===== src/design/llst_pkg.sv =====
// ----------------------------------------------------------------------------
// llst_pkg
// Shared types and codes for the linked list store: transfer payloads,
// operation codes and result status codes.
// ----------------------------------------------------------------------------
package llst_pkg;

    typedef struct packed {
        logic [2:0]         func;
        logic [5:0]         index;
        logic signed [31:0] value;
    } t_in_item;

    typedef struct packed {
        logic signed [31:0] value_res;
        logic [1:0]         status;
        logic               last;
    } t_out_item;

    localparam logic [2:0] FUNC_READ     = 3'd0;
    localparam logic [2:0] FUNC_INS_HEAD = 3'd1;
    localparam logic [2:0] FUNC_INS_TAIL = 3'd2;
    localparam logic [2:0] FUNC_REMOVE   = 3'd3;
    localparam logic [2:0] FUNC_DUMP     = 3'd4;

    localparam logic [1:0] ST_OK       = 2'd0;
    localparam logic [1:0] ST_NOTFOUND = 2'd1;
    localparam logic [1:0] ST_FULL     = 2'd2;
    localparam logic [1:0] ST_EMPTY    = 2'd3;

    localparam logic signed [31:0] VALUE_NOT_FOUND = -32'sd1;

    localparam int QUEUE_DEPTH = 4;
    localparam int QUEUE_PTR_W = 2;
    localparam int QUEUE_CNT_W = 3;

endpackage


===== src/design/llst_fifo.sv =====
// ----------------------------------------------------------------------------
// llst_fifo
// Short command queue between the front and the back of the list store.
// ----------------------------------------------------------------------------
module llst_fifo (
    input  logic               i_clk,
    input  logic               i_rst_n,
    input  logic               i_push,
    input  llst_pkg::t_in_item i_data,
    output logic               o_full,
    output logic               o_valid,
    input  logic               i_pop,
    output llst_pkg::t_in_item o_data
);
    import llst_pkg::*;

    t_in_item               r_mem [QUEUE_DEPTH];
    logic [QUEUE_PTR_W-1:0] r_wr_ptr;
    logic [QUEUE_PTR_W-1:0] r_rd_ptr;
    logic [QUEUE_CNT_W-1:0] r_count;
    logic [QUEUE_PTR_W-1:0] n_wr_ptr;
    logic [QUEUE_PTR_W-1:0] n_rd_ptr;
    logic [QUEUE_CNT_W-1:0] n_count;
    logic                   push_ok;
    logic                   pop_ok;

    assign o_full  = (r_count == QUEUE_CNT_W'(QUEUE_DEPTH));
    assign o_valid = (r_count != '0);
    assign o_data  = r_mem[r_rd_ptr];
    assign push_ok = i_push && !o_full;
    assign pop_ok  = i_pop && o_valid;

    always_comb begin
        n_wr_ptr = push_ok ? r_wr_ptr + QUEUE_PTR_W'(1) : r_wr_ptr;
        n_rd_ptr = pop_ok ? r_rd_ptr + QUEUE_PTR_W'(1) : r_rd_ptr;
        n_count  = r_count;
        if (push_ok && !pop_ok) begin
            n_count = r_count + QUEUE_CNT_W'(1);
        end else if (pop_ok && !push_ok) begin
            n_count = r_count - QUEUE_CNT_W'(1);
        end
    end

    always_ff @(posedge i_clk) begin
        if (!i_rst_n) begin
            r_wr_ptr <= '0;
            r_rd_ptr <= '0;
            r_count  <= '0;
        end else begin
            r_wr_ptr <= n_wr_ptr;
            r_rd_ptr <= n_rd_ptr;
            r_count  <= n_count;
        end
    end

    always_ff @(posedge i_clk) begin
        if (push_ok) begin
            r_mem[r_wr_ptr] <= i_data;
        end
    end

endmodule


===== src/design/llst_front.sv =====
// ----------------------------------------------------------------------------
// llst_front
// Input stage: takes each transfer, drops unused operation codes and hands
// the rest to the command queue.
// ----------------------------------------------------------------------------
module llst_front (
    input  logic               i_clk,
    input  logic               i_rst_n,
    input  logic               i_valid,
    output logic               o_stall,
    input  llst_pkg::t_in_item i_item,
    output logic               o_push,
    output llst_pkg::t_in_item o_cmd,
    input  logic               i_q_full
);
    import llst_pkg::*;

    logic     r_valid;
    t_in_item r_item;
    logic     n_valid;
    logic     accept;
    logic     legal;
    logic     load;

    assign o_stall = r_valid && i_q_full;
    assign accept  = i_valid && !o_stall;
    assign o_push  = r_valid && !i_q_full;
    assign o_cmd   = r_item;
    assign load    = o_push || !r_valid;

    always_comb begin
        unique case (i_item.func) inside
            FUNC_READ, FUNC_INS_HEAD, FUNC_INS_TAIL, FUNC_REMOVE, FUNC_DUMP: legal = 1'b1;
            default: legal = 1'b0;
        endcase
        n_valid = load ? (accept && legal) : r_valid;
    end

    always_ff @(posedge i_clk) begin
        if (!i_rst_n) begin
            r_valid <= 1'b0;
        end else begin
            r_valid <= n_valid;
        end
    end

    always_ff @(posedge i_clk) begin
        if (load) begin
            r_item <= i_item;
        end
    end

endmodule


===== src/design/llst_back.sv =====
// ----------------------------------------------------------------------------
// llst_back
// Executes queued commands against the slot pool: walks links one slot per
// cycle, keeps head, tail and free list, and drives the result register.
// ----------------------------------------------------------------------------
module llst_back #(
    parameter int CAPACITY = 64
) (
    input  logic                i_clk,
    input  logic                i_rst_n,
    input  logic                i_cmd_valid,
    input  llst_pkg::t_in_item  i_cmd,
    output logic                o_cmd_pop,
    output logic                o_res_valid,
    output llst_pkg::t_out_item o_res,
    input  logic                i_res_stall
);
    import llst_pkg::*;

    localparam int SLOT_W = (CAPACITY > 1) ? $clog2(CAPACITY) : 1;
    localparam int CNT_W  = $clog2(CAPACITY + 1);

    localparam logic [3:0] S_IDLE     = 4'd0;
    localparam logic [3:0] S_DECODE   = 4'd1;
    localparam logic [3:0] S_WALK     = 4'd2;
    localparam logic [3:0] S_RMNEXT   = 4'd3;
    localparam logic [3:0] S_RMHEAD   = 4'd4;
    localparam logic [3:0] S_RELEASE  = 4'd5;
    localparam logic [3:0] S_ALLOC    = 4'd6;
    localparam logic [3:0] S_INSERT   = 4'd7;
    localparam logic [3:0] S_LINKTAIL = 4'd8;
    localparam logic [3:0] S_DUMP     = 4'd9;
    localparam logic [3:0] S_RESP     = 4'd10;

    logic signed [31:0] r_val_mem  [CAPACITY];
    logic [SLOT_W-1:0]  r_link_mem [CAPACITY];
    logic signed [31:0] r_val_q;
    logic [SLOT_W-1:0]  r_link_q;

    logic [3:0]         r_state,      n_state;
    t_in_item           r_cmd,        n_cmd;
    logic [SLOT_W-1:0]  r_head,       n_head;
    logic [SLOT_W-1:0]  r_tail,       n_tail;
    logic [SLOT_W-1:0]  r_free_head,  n_free_head;
    logic [CNT_W-1:0]   r_free_cnt,   n_free_cnt;
    logic [CNT_W-1:0]   r_fresh_cnt,  n_fresh_cnt;
    logic [CNT_W-1:0]   r_elem_cnt,   n_elem_cnt;
    logic [SLOT_W-1:0]  r_cur,        n_cur;
    logic [SLOT_W-1:0]  r_prev,       n_prev;
    logic [SLOT_W-1:0]  r_steps,      n_steps;
    logic signed [31:0] r_res_value,  n_res_value;
    logic [1:0]         r_res_status, n_res_status;
    logic               r_out_valid;
    t_out_item          r_out;

    logic               rd_en;
    logic [SLOT_W-1:0]  rd_addr;
    logic               lk_we;
    logic [SLOT_W-1:0]  lk_waddr;
    logic [SLOT_W-1:0]  lk_wdata;
    logic               vl_we;
    logic               out_free;
    logic               out_load;
    t_out_item          out_data;
    logic [6:0]         idx_ext;
    logic [6:0]         elem_ext;

    assign out_free    = !r_out_valid || !i_res_stall;
    assign o_res_valid = r_out_valid;
    assign o_res       = r_out;
    assign idx_ext     = 7'(r_cmd.index);
    assign elem_ext    = 7'(r_elem_cnt);

    always_comb begin
        n_state      = r_state;
        n_cmd        = r_cmd;
        n_head       = r_head;
        n_tail       = r_tail;
        n_free_head  = r_free_head;
        n_free_cnt   = r_free_cnt;
        n_fresh_cnt  = r_fresh_cnt;
        n_elem_cnt   = r_elem_cnt;
        n_cur        = r_cur;
        n_prev       = r_prev;
        n_steps      = r_steps;
        n_res_value  = r_res_value;
        n_res_status = r_res_status;
        o_cmd_pop    = 1'b0;
        rd_en        = 1'b0;
        rd_addr      = r_cur;
        lk_we        = 1'b0;
        lk_waddr     = r_cur;
        lk_wdata     = '0;
        vl_we        = 1'b0;
        out_load     = 1'b0;
        out_data     = '0;

        unique case (r_state)
            S_IDLE: begin
                if (i_cmd_valid) begin
                    o_cmd_pop = 1'b1;
                    n_cmd     = i_cmd;
                    n_state   = S_DECODE;
                end
            end
            S_DECODE: begin
                unique case (r_cmd.func) inside
                    FUNC_READ: begin
                        if (idx_ext >= elem_ext) begin
                            n_res_value  = VALUE_NOT_FOUND;
                            n_res_status = ST_NOTFOUND;
                            n_state      = S_RESP;
                        end else begin
                            rd_en   = 1'b1;
                            rd_addr = r_head;
                            n_cur   = r_head;
                            n_steps = SLOT_W'(r_cmd.index);
                            n_state = S_WALK;
                        end
                    end
                    FUNC_INS_HEAD, FUNC_INS_TAIL: begin
                        if (r_free_cnt != '0) begin
                            rd_en   = 1'b1;
                            rd_addr = r_free_head;
                            n_cur   = r_free_head;
                            n_state = S_ALLOC;
                        end else if (r_fresh_cnt < CNT_W'(CAPACITY)) begin
                            n_cur       = SLOT_W'(r_fresh_cnt);
                            n_fresh_cnt = r_fresh_cnt + CNT_W'(1);
                            n_state     = S_INSERT;
                        end else begin
                            n_res_value  = '0;
                            n_res_status = ST_FULL;
                            n_state      = S_RESP;
                        end
                    end
                    FUNC_REMOVE: begin
                        if (idx_ext >= elem_ext) begin
                            n_res_value  = '0;
                            n_res_status = ST_NOTFOUND;
                            n_state      = S_RESP;
                        end else if (r_cmd.index == '0) begin
                            rd_en   = 1'b1;
                            rd_addr = r_head;
                            n_cur   = r_head;
                            n_state = S_RMHEAD;
                        end else begin
                            rd_en   = 1'b1;
                            rd_addr = r_head;
                            n_cur   = r_head;
                            n_steps = SLOT_W'(r_cmd.index - 6'd1);
                            n_state = S_WALK;
                        end
                    end
                    FUNC_DUMP: begin
                        if (r_elem_cnt == '0) begin
                            n_res_value  = '0;
                            n_res_status = ST_EMPTY;
                            n_state      = S_RESP;
                        end else begin
                            rd_en   = 1'b1;
                            rd_addr = r_head;
                            n_cur   = r_head;
                            n_steps = SLOT_W'(r_elem_cnt - CNT_W'(1));
                            n_state = S_DUMP;
                        end
                    end
                    default: n_state = S_IDLE;
                endcase
            end
            S_WALK: begin
                if (r_steps == '0) begin
                    if (r_cmd.func == FUNC_READ) begin
                        n_res_value  = r_val_q;
                        n_res_status = ST_OK;
                        n_state      = S_RESP;
                    end else begin
                        rd_en   = 1'b1;
                        rd_addr = r_link_q;
                        n_prev  = r_cur;
                        n_cur   = r_link_q;
                        n_state = S_RMNEXT;
                    end
                end else begin
                    rd_en   = 1'b1;
                    rd_addr = r_link_q;
                    n_cur   = r_link_q;
                    n_steps = r_steps - SLOT_W'(1);
                end
            end
            S_RMNEXT: begin
                lk_we    = 1'b1;
                lk_waddr = r_prev;
                lk_wdata = r_link_q;
                if (r_cur == r_tail) begin
                    n_tail = r_prev;
                end
                n_state = S_RELEASE;
            end
            S_RMHEAD: begin
                n_head  = r_link_q;
                n_state = S_RELEASE;
            end
            S_RELEASE: begin
                lk_we       = 1'b1;
                lk_waddr    = r_cur;
                lk_wdata    = r_free_head;
                n_free_head = r_cur;
                n_free_cnt  = r_free_cnt + CNT_W'(1);
                n_elem_cnt  = r_elem_cnt - CNT_W'(1);
                if (r_elem_cnt == CNT_W'(1)) begin
                    n_head = '0;
                    n_tail = '0;
                end
                n_res_value  = '0;
                n_res_status = ST_OK;
                n_state      = S_RESP;
            end
            S_ALLOC: begin
                n_free_head = r_link_q;
                n_free_cnt  = r_free_cnt - CNT_W'(1);
                n_state     = S_INSERT;
            end
            S_INSERT: begin
                vl_we    = 1'b1;
                lk_we    = 1'b1;
                lk_waddr = r_cur;
                n_res_value  = '0;
                n_res_status = ST_OK;
                if (r_cmd.func == FUNC_INS_HEAD) begin
                    lk_wdata = r_head;
                    n_head   = r_cur;
                    if (r_elem_cnt == '0) begin
                        n_tail = r_cur;
                    end
                    n_elem_cnt = r_elem_cnt + CNT_W'(1);
                    n_state    = S_RESP;
                end else if (r_elem_cnt == '0) begin
                    lk_wdata   = '0;
                    n_head     = r_cur;
                    n_tail     = r_cur;
                    n_elem_cnt = r_elem_cnt + CNT_W'(1);
                    n_state    = S_RESP;
                end else begin
                    lk_wdata = '0;
                    n_state  = S_LINKTAIL;
                end
            end
            S_LINKTAIL: begin
                lk_we      = 1'b1;
                lk_waddr   = r_tail;
                lk_wdata   = r_cur;
                n_tail     = r_cur;
                n_elem_cnt = r_elem_cnt + CNT_W'(1);
                n_state    = S_RESP;
            end
            S_DUMP: begin
                if (out_free) begin
                    out_load           = 1'b1;
                    out_data.value_res = r_val_q;
                    out_data.status    = ST_OK;
                    out_data.last      = (r_steps == '0);
                    if (r_steps == '0) begin
                        n_state = S_IDLE;
                    end else begin
                        rd_en   = 1'b1;
                        rd_addr = r_link_q;
                        n_cur   = r_link_q;
                        n_steps = r_steps - SLOT_W'(1);
                    end
                end
            end
            S_RESP: begin
                if (out_free) begin
                    out_load           = 1'b1;
                    out_data.value_res = r_res_value;
                    out_data.status    = r_res_status;
                    out_data.last      = 1'b1;
                    n_state            = S_IDLE;
                end
            end
            default: n_state = S_IDLE;
        endcase
    end

    always_ff @(posedge i_clk) begin
        if (!i_rst_n) begin
            r_state     <= S_IDLE;
            r_head      <= '0;
            r_tail      <= '0;
            r_free_head <= '0;
            r_free_cnt  <= '0;
            r_fresh_cnt <= '0;
            r_elem_cnt  <= '0;
            r_out_valid <= 1'b0;
        end else begin
            r_state     <= n_state;
            r_head      <= n_head;
            r_tail      <= n_tail;
            r_free_head <= n_free_head;
            r_free_cnt  <= n_free_cnt;
            r_fresh_cnt <= n_fresh_cnt;
            r_elem_cnt  <= n_elem_cnt;
            if (out_load) begin
                r_out_valid <= 1'b1;
            end else if (!i_res_stall) begin
                r_out_valid <= 1'b0;
            end
        end
    end

    always_ff @(posedge i_clk) begin
        r_cmd        <= n_cmd;
        r_cur        <= n_cur;
        r_prev       <= n_prev;
        r_steps      <= n_steps;
        r_res_value  <= n_res_value;
        r_res_status <= n_res_status;
        if (out_load) begin
            r_out <= out_data;
        end
    end

    always_ff @(posedge i_clk) begin
        if (vl_we) begin
            r_val_mem[r_cur] <= r_cmd.value;
        end
        if (lk_we) begin
            r_link_mem[lk_waddr] <= lk_wdata;
        end
        if (rd_en) begin
            r_val_q  <= r_val_mem[rd_addr];
            r_link_q <= r_link_mem[rd_addr];
        end
    end

endmodule


===== src/design/linked_list_store.sv =====
// ----------------------------------------------------------------------------
// linked_list_store
// Bounded singly linked list over a pool of CAPACITY slots with read,
// head and tail insert, remove at position and in-order dump.
// ----------------------------------------------------------------------------
// Items pass one at a time through the list engine. A front register and a
// four-entry queue let the input side keep taking transfers while an item is
// being worked on, and an item passes through both before the engine takes
// it. An insert takes an extra step to pop a reused slot off the free list
// and another to link a new tail to a non-empty list; a read or remove follows
// the links from the head up to the index, and a dump walks every element in
// order. Out-of-range, pool full and empty cases are answered without a walk.
// The link memory is read one slot per cycle while following the list, but a
// dump waits while its result is stalled. Results sit in an output register;
// a stalled result holds the engine, and the input side stalls once the queue
// fills. Inserts into a full pool are dropped and answered with the pool full
// status; freed slots are reused before never-used ones.
// ----------------------------------------------------------------------------
module linked_list_store #(
    parameter int CAPACITY = 64
) (
    input  logic                i_clk,
    input  logic                i_rst_n,
    input  logic                i_valid,
    output logic                o_stall,
    input  llst_pkg::t_in_item  i_item,
    output logic                o_valid,
    input  logic                i_stall,
    output llst_pkg::t_out_item o_item
);
    import llst_pkg::*;

    logic     q_push;
    logic     q_full;
    logic     q_valid;
    logic     q_pop;
    t_in_item front_cmd;
    t_in_item q_cmd;

    llst_front u_front (
        .i_clk    (i_clk),
        .i_rst_n  (i_rst_n),
        .i_valid  (i_valid),
        .o_stall  (o_stall),
        .i_item   (i_item),
        .o_push   (q_push),
        .o_cmd    (front_cmd),
        .i_q_full (q_full)
    );

    llst_fifo u_fifo (
        .i_clk   (i_clk),
        .i_rst_n (i_rst_n),
        .i_push  (q_push),
        .i_data  (front_cmd),
        .o_full  (q_full),
        .o_valid (q_valid),
        .i_pop   (q_pop),
        .o_data  (q_cmd)
    );

    llst_back #(
        .CAPACITY (CAPACITY)
    ) u_back (
        .i_clk       (i_clk),
        .i_rst_n     (i_rst_n),
        .i_cmd_valid (q_valid),
        .i_cmd       (q_cmd),
        .o_cmd_pop   (q_pop),
        .o_res_valid (o_valid),
        .o_res       (o_item),
        .i_res_stall (i_stall)
    );

endmodule

===== config.mk =====
export PLATFORM = sky130hd
export DESIGN_NAME = linked_list_store
export DESIGN_NICKNAME = d
export VERILOG_FILES = /design/src/design/llst_pkg.sv /design/src/design/llst_fifo.sv /design/src/design/llst_front.sv /design/src/design/llst_back.sv /design/src/design/linked_list_store.sv
export SDC_FILE = /design/constraint.sdc
export NUM_CORES = 2
export LEC_CHECK = 0
export ABC_AREA = 1
export BUFFER_PORTS_ARGS = -buffer_cell sky130_fd_sc_hd__buf_2
export CAP_MARGIN = 20
export CORE_AREA = 2 2 592 594
export CTS_BUF_LIST = sky130_fd_sc_hd__clkbuf_8
export DETAILED_ROUTE_END_ITERATION = 7
export DIE_AREA = 0 0 594 596
export PLACE_DENSITY = 0.59
export SLEW_MARGIN = 20
export SYNTH_ARGS = -nofsm -noshare
export SYNTH_HDL_FRONTEND = slang
export SYNTH_HIERARCHICAL = 1
export SYNTH_SLANG_ARGS = --single-unit

===== constraint.sdc =====
create_clock -name i_clk -period 5.8 [get_ports i_clk]
set_clock_uncertainty 0.15 [all_clocks]
set_input_delay 0.58 -clock i_clk [delete_from_list [all_inputs] [get_ports i_clk]]
set_output_delay 0.58 -clock i_clk [all_outputs]
set_load 0.05 [all_outputs]

# After elaboration in Yosys (flattened, before gate mapping)
# Memory sizes are Yosys's and may differ from the RTL's. A register that Yosys moved wholly into a read port is not among the register bits.
# Index checks and enable logic that the tools add are counted.
[totals]
n_memories = 3
reg_bits = 180
output_inout_bits = 37
ramBits = 2596
[mem_list]
columns = ["name", "words", "width", "read_ports", "rd_ports_with_merged_regs", "wr", "line_no", "text"]
rows = [
  ["u_back.r_val_mem", 64, 32, 1, 1, 1, "llst_back.sv:35", "logic signed [31:0] r_val_mem [CAPACITY];"],
  ["u_back.r_link_mem", 64, 6, 1, 1, 1, "llst_back.sv:36", "logic [SLOT_W-1:0] r_link_mem [CAPACITY];"],
  ["u_fifo.r_mem", 4, 41, 1, 1, 1, "llst_fifo.sv:17", "t_in_item r_mem [QUEUE_DEPTH];"],
]
[classes]
muxes = 97
n_lt_le_gt_ge = 2
reduce_logical = 51
add_sub_neg = 11
n_eq_ne = 46
bitwise_logic = 2
[op_table]
columns = ["cell", "count"]
rows = [
  ["32-bit two-way mux", 7],
  ["32-bit case mux with 4 select lines", 1],
  ["6-bit case mux with 3 select lines", 7],
  ["6-bit two-way mux", 20],
  ["32-bit case mux with 3 select lines", 1],
  ["35-bit two-way mux", 2],
  ["35-bit case mux with 2 select lines", 1],
  ["6-bit case mux with 4 select lines", 2],
  ["4-bit two-way mux", 11],
  ["4-bit case mux with 9 select lines", 1],
  ["3-bit inequality test, second input constant", 8],
  ["6-bit case mux with 2 select lines", 2],
  ["1-bit two-way mux", 22],
  ["7-bit by 1-bit adder with 7-bit output, second input constant", 3],
  ["7-bit case mux with 3 select lines", 1],
  ["2-bit by 1-bit inequality test with 1-bit output, second input constant", 9],
  ["4-bit by 3-bit == test with 1-bit output, second input constant", 4],
  ["2-bit two-way mux", 8],
  ["4-bit case mux with 4 select lines", 1],
  ["3-bit nonzero test", 5],
  ["7-bit two-way mux", 2],
  ["7-bit case mux with 2 select lines", 1],
  ["7-bit by 1-bit subtractor with 7-bit output, second input constant", 2],
  ["3-bit by 2-bit == test with 1-bit output, second input constant", 4],
  ["44 further kinds", 84],
]

# Depth between registers and ports, before layout
[depth]
ltp_word = 8
mapped_depth = 26

# Cells and area by module
# The synthesis kept the hierarchy.
[modules_own_cells]
columns = ["mod", "seq_area_each_um2", "cells_per_inst", "area_each_um2", "n_inst"]
rows = [
  ["llst_back", 78895.7, 10706, 116928.4, 1],
  ["llst_fifo", 5104.9, 465, 6562.5, 1],
  ["llst_front", 1251.2, 50, 1287.5, 1],
]

# Worst setup path after synthesis
# No wires, ideal clock.
[synth_path]
path_type = "reg2reg"
startpoint = "register u_back.r_elem_cnt[4], in the netlist u_back/elem_ext[4]"
endpoint = "register u_back.r_res_value[0] (enable)"
path_buffers = 1
setup_slack_ps = 1091
t_arrival_ps = 4092
t_required_ps = 5182
setup_ps = 468
synth_period_minus_slack_ps = 4709
stages_incl_launch_ff = 13
cell_sequence = "dfxtp_1 > buf_2 > inv_1 > ha_1 > nand2_1 > nor3_1 > nand2_1 > nand2_2 > clkinv_2 > a21oi_1 > inv_1 > a22oi_1 > nor3b_1"
[synth_between]
elab_chain_cells = 3
word_cells_on_any_way = 6
cone_classes = "order compare: 1; eq/ne: 3; reduce/logical: 2"
[synth_rtl]
columns = ["item", "line_no", "text"]
rows = [
  ["from (decl)", "llst_back.sv:47", "logic [CNT_W-1:0] r_elem_cnt, n_elem_cnt;"],
  ["from (signal assigned)", "llst_back.sv:303", "r_elem_cnt <= n_elem_cnt;"],
  ["6-bit by 7-bit greater-or-equal comparator with 1-bit output or 7-bit zero test (tied branches)", "llst_back.sv:109, llst_back.sv:138, llst_back.sv:156", ""],
  ["3-bit inequality test (no source line) or 3-bit by 2-bit inequality test with 1-bit output (tied branches)", "--", ""],
  ["9-bit AND reduction (no source line) (*)", "--", ""],
  ["to (signal assigned)", "llst_back.sv:317", "r_res_value <= n_res_value;"],
  ["to (decl)", "llst_back.sv:51", "logic signed [31:0] r_res_value, n_res_value;"],
]
# Mark *: on every way between the ends. The rest lies on a longest branch, timed or not.
# A chain may end at the register's enable or synchronous reset.

# Final worst setup path
[layout_path]
startpoint = "register u_back.r_elem_cnt[4], in the netlist u_back/elem_ext[4]"
endpoint = "register u_back.r_val_q[30] (read register of u_back.r_val_mem), data pin"
[layout_between]
elab_chain_cells = 4
word_cells_on_any_way = 10
cone_classes = "order compare: 1; mux: 8; reduce/logical: 1"
[layout_rtl]
columns = ["item", "line_no", "text"]
rows = [
  ["6-bit by 7-bit greater-or-equal comparator with 1-bit output or 7-bit zero test (tied branches)", "llst_back.sv:109, llst_back.sv:138, llst_back.sv:156", ""],
  ["6-bit two-way mux, or another cell as far along", "llst_back.sv:109", "if (idx_ext >= elem_ext) begin"],
  ["6-bit case mux with 3 select lines or 1-bit case mux with 3 select lines (tied branches)", "llst_back.sv:107", "unique case (r_cmd.func) inside"],
  ["6-bit case mux with 3 select lines or 1-bit case mux with 3 select lines (tied branches)", "llst_back.sv:98", "unique case (r_state)"],
  ["to (decl)", "llst_back.sv:37", "logic signed [31:0] r_val_q;"],
]
# Parallel ways exist; a longest one is shown, timed or not.

==> run metrics <==
CP Data Required Time 6.50 ns; cell taking the most area after synthesis edfxtp_1; unrepaired setup endpoints after global routing false; DIE AREA 354000 sq um; Rel. slew slack 24.40%; Clk Latency, worst-skew pair 1.06 ns; first-pass GRT wire length 554400 um; Slowest cell on crit path inv_8; initial antenna violation count 13; synth top area cells edfxtp_1 67%, nand3_1 10%, nand2_1 5.5%; Vias/cell 5.240; Yosys Warn Count 6; maxcap violations 0; H-tree levels 5; WL met2 175000 um; DRC Markers 0; DRT Pass-1 Iters 6; Starting DRT DRC Count 10420; most used cell, CP nand2_1; Highest Signal Layer met5; io pins 82; clock buffer depth 4; Area after DPL 131500 sq um; GRT overflow 0; num rows 217; largest net degree at the start of global routing 190; Die H 596 um; Mapped Avg Cell Area 11.12 sq um; type of the worst setup path register to register; ys async rst share 0%; CP endpoint kind register; final hold violation count 0; Setup TNS 0 ns; antenna viol nets, final 0; Core ar. 347800 sq um; commonest non-fill, non-tap cells in the layout 2803 x edfxtp_1, 2575 x nand3_1, 1828 x inv_1; crit share post-route 91.50%; Seq/Total Area, Yosys 68.32%; Nets 11500; FF+latch count, synth 2857; clk root buf clkbuf_8; Syn Std Cell Area 124800 sq um; fmax 188.4 MHz; design area 140200 sq um; Total GRT Usage 20.90%; Max Slew Vio Count 0; Mapped Cells 11220; Initial Utilization 35.88%; CP Max Fanout 123; wl on met1 157200 um; Die Width 594 um; clock-pin slew on the worst setup and hold paths 0.06 ns; CTS buffer count 452; Final min period 5.307 ns; Post-CTS Setup Inserts 0; Synth Flop Type edfxtp_1; average wire per standard cell 23.25 um; setup violators final 0; Yosys cell types 54; routed wl met3 33810 um; Post-synth EDFFs 2803; status finished clean; area of the multi-input gates 30440 sq um; Max stage delay on crit path 0.66 ns; hold crit path type primary input to register; synth-to-layout area growth 12.38%; Slew @ Worst Pin 1.131 ns; total area of sequential cells 85250 sq um; total clock sinks 2857; Setup crit start kind register; Placer Congestion 0.8510; top-area cell type share of the netlist area 67.46%; hpwl dp 211300 um; Syn Nets 11290; cts repair resizes 0; CTS tree yes; commonest non-fill, non-tap cell in the layout edfxtp_1; input/output buffers 81; crit-path cells inv_1, ha_1, nand2_1, nand2_1, a21oi_2, nand2_2, nand2_1, nand3_1, nand3_1, nand2_1, nand2_8, nand2_8, inv_8, buf_4, nand2_1, nand2_1, nand2_1, nand3_1, nand3_1, nand3_1, nand3_1, nand2_1; fillers 33030; Worst Path Arrival 6.01 ns; via count 85960; share of cells above drive strength 1 9.309%; vias in the first global route 81400; Routed WL 381300 um
cell usage after synthesis (all sizes together) (13+ instances only):
master and instances:
ha 23, o22ai 58, nand3 2577, nand4 13, buf 492, clkbuf 209, nand2 1822, inv 1699
o21ai 231, a21oi 67, nor3 22, a31oi 14, dfxtp 54, nand3b 761, edfxtp 2803, nor2 299
path summary, 6_finish.rpt:
check | to | start | slack [ns] | depth (start not counted)
max | u_back/r_val_q[30] | u_back/elem_ext[4] | 0.49 | 22
min | u_front/o_cmd[5] | i_item[5] | 0.10 | 2
max reg2reg | u_back/r_val_q[30] | u_back/elem_ext[4] | 0.49 | 22
min reg2reg | u_back/r_free_head[5] | u_back/r_free_head[5] | 0.32 | 2
final cells by class:
class	count	share of cell area, %
Clock buffer	463	4.544
Tap cell	4599	4.104
Inverter	1705	4.579
Timing Repair Buffer	458	3.025
Clock inverter	354	1.227
Antenna cell	10	0.01785
Sequential cell	2857	60.80
Multi-Input combinational cell	5958	21.71
sequential cells by signal, indices dropped and copies added (netlist names), 7 cells and up, named ones only:
signal / flops
u_fifo/r_mem: 164
u_back/elem_ext: 7
u_back/r_val_mem: 2048
u_back/r_val_q: 32
u_back/r_res_value: 32
u_back/o_res: 35
u_back/r_cmd: 35
u_back/r_fresh_cnt: 7
u_back/r_link_mem: 384
u_back/r_free_cnt: 7
u_front/o_cmd: 41
through the flow:
stage          hold slack [ns]  setup slack [ns]  cells  util [%]
6_report                0.1021            0.4931  16400     40.32
5_1_grt                0.04870            0.2501  16400     40.31
4_1_cts               0.001525            0.5265  16390     40.29
3_5_place_dp            0.3102            0.6050  15520     37.82
3_3_place_gp            0.3091            0.5680  15520     37.81
2_1_floorplan           0.2706             1.091  11220         -
cells by family after synthesis:
group / synth area share, %
flops: 68.32
xor+xnor: 0.09827
buf+inv: 7.837
simple gates: 21.63
compound gates: 1.845
fa+ha+maj: 0.2627
metal layers:
layer  vias up  GRT usage [%]
met5         -              0
met3       696          3.364
li1      38970              -
met2      4124          33.22
met1     42170          28.70
met4         4          8.016
what timing repair did:
item | 4_1_cts | 5_1_grt
hold endpoints to repair | 68 | 0
hold buffers | 51 | 0
endpoints found under the setup margin | 0 | 0
critical path: cells and delay by family, from the launching register on:
family	cells	cell delay (ns)
compound gates	1	0.16
simple gates	17	2.67
fa+ha+maj	1	0.32
buf+inv	3	1.22
flops	1	0.49
Power is not shown: default switching activity piles up to over one toggle a cycle in this logic, so the estimate is an artifact.
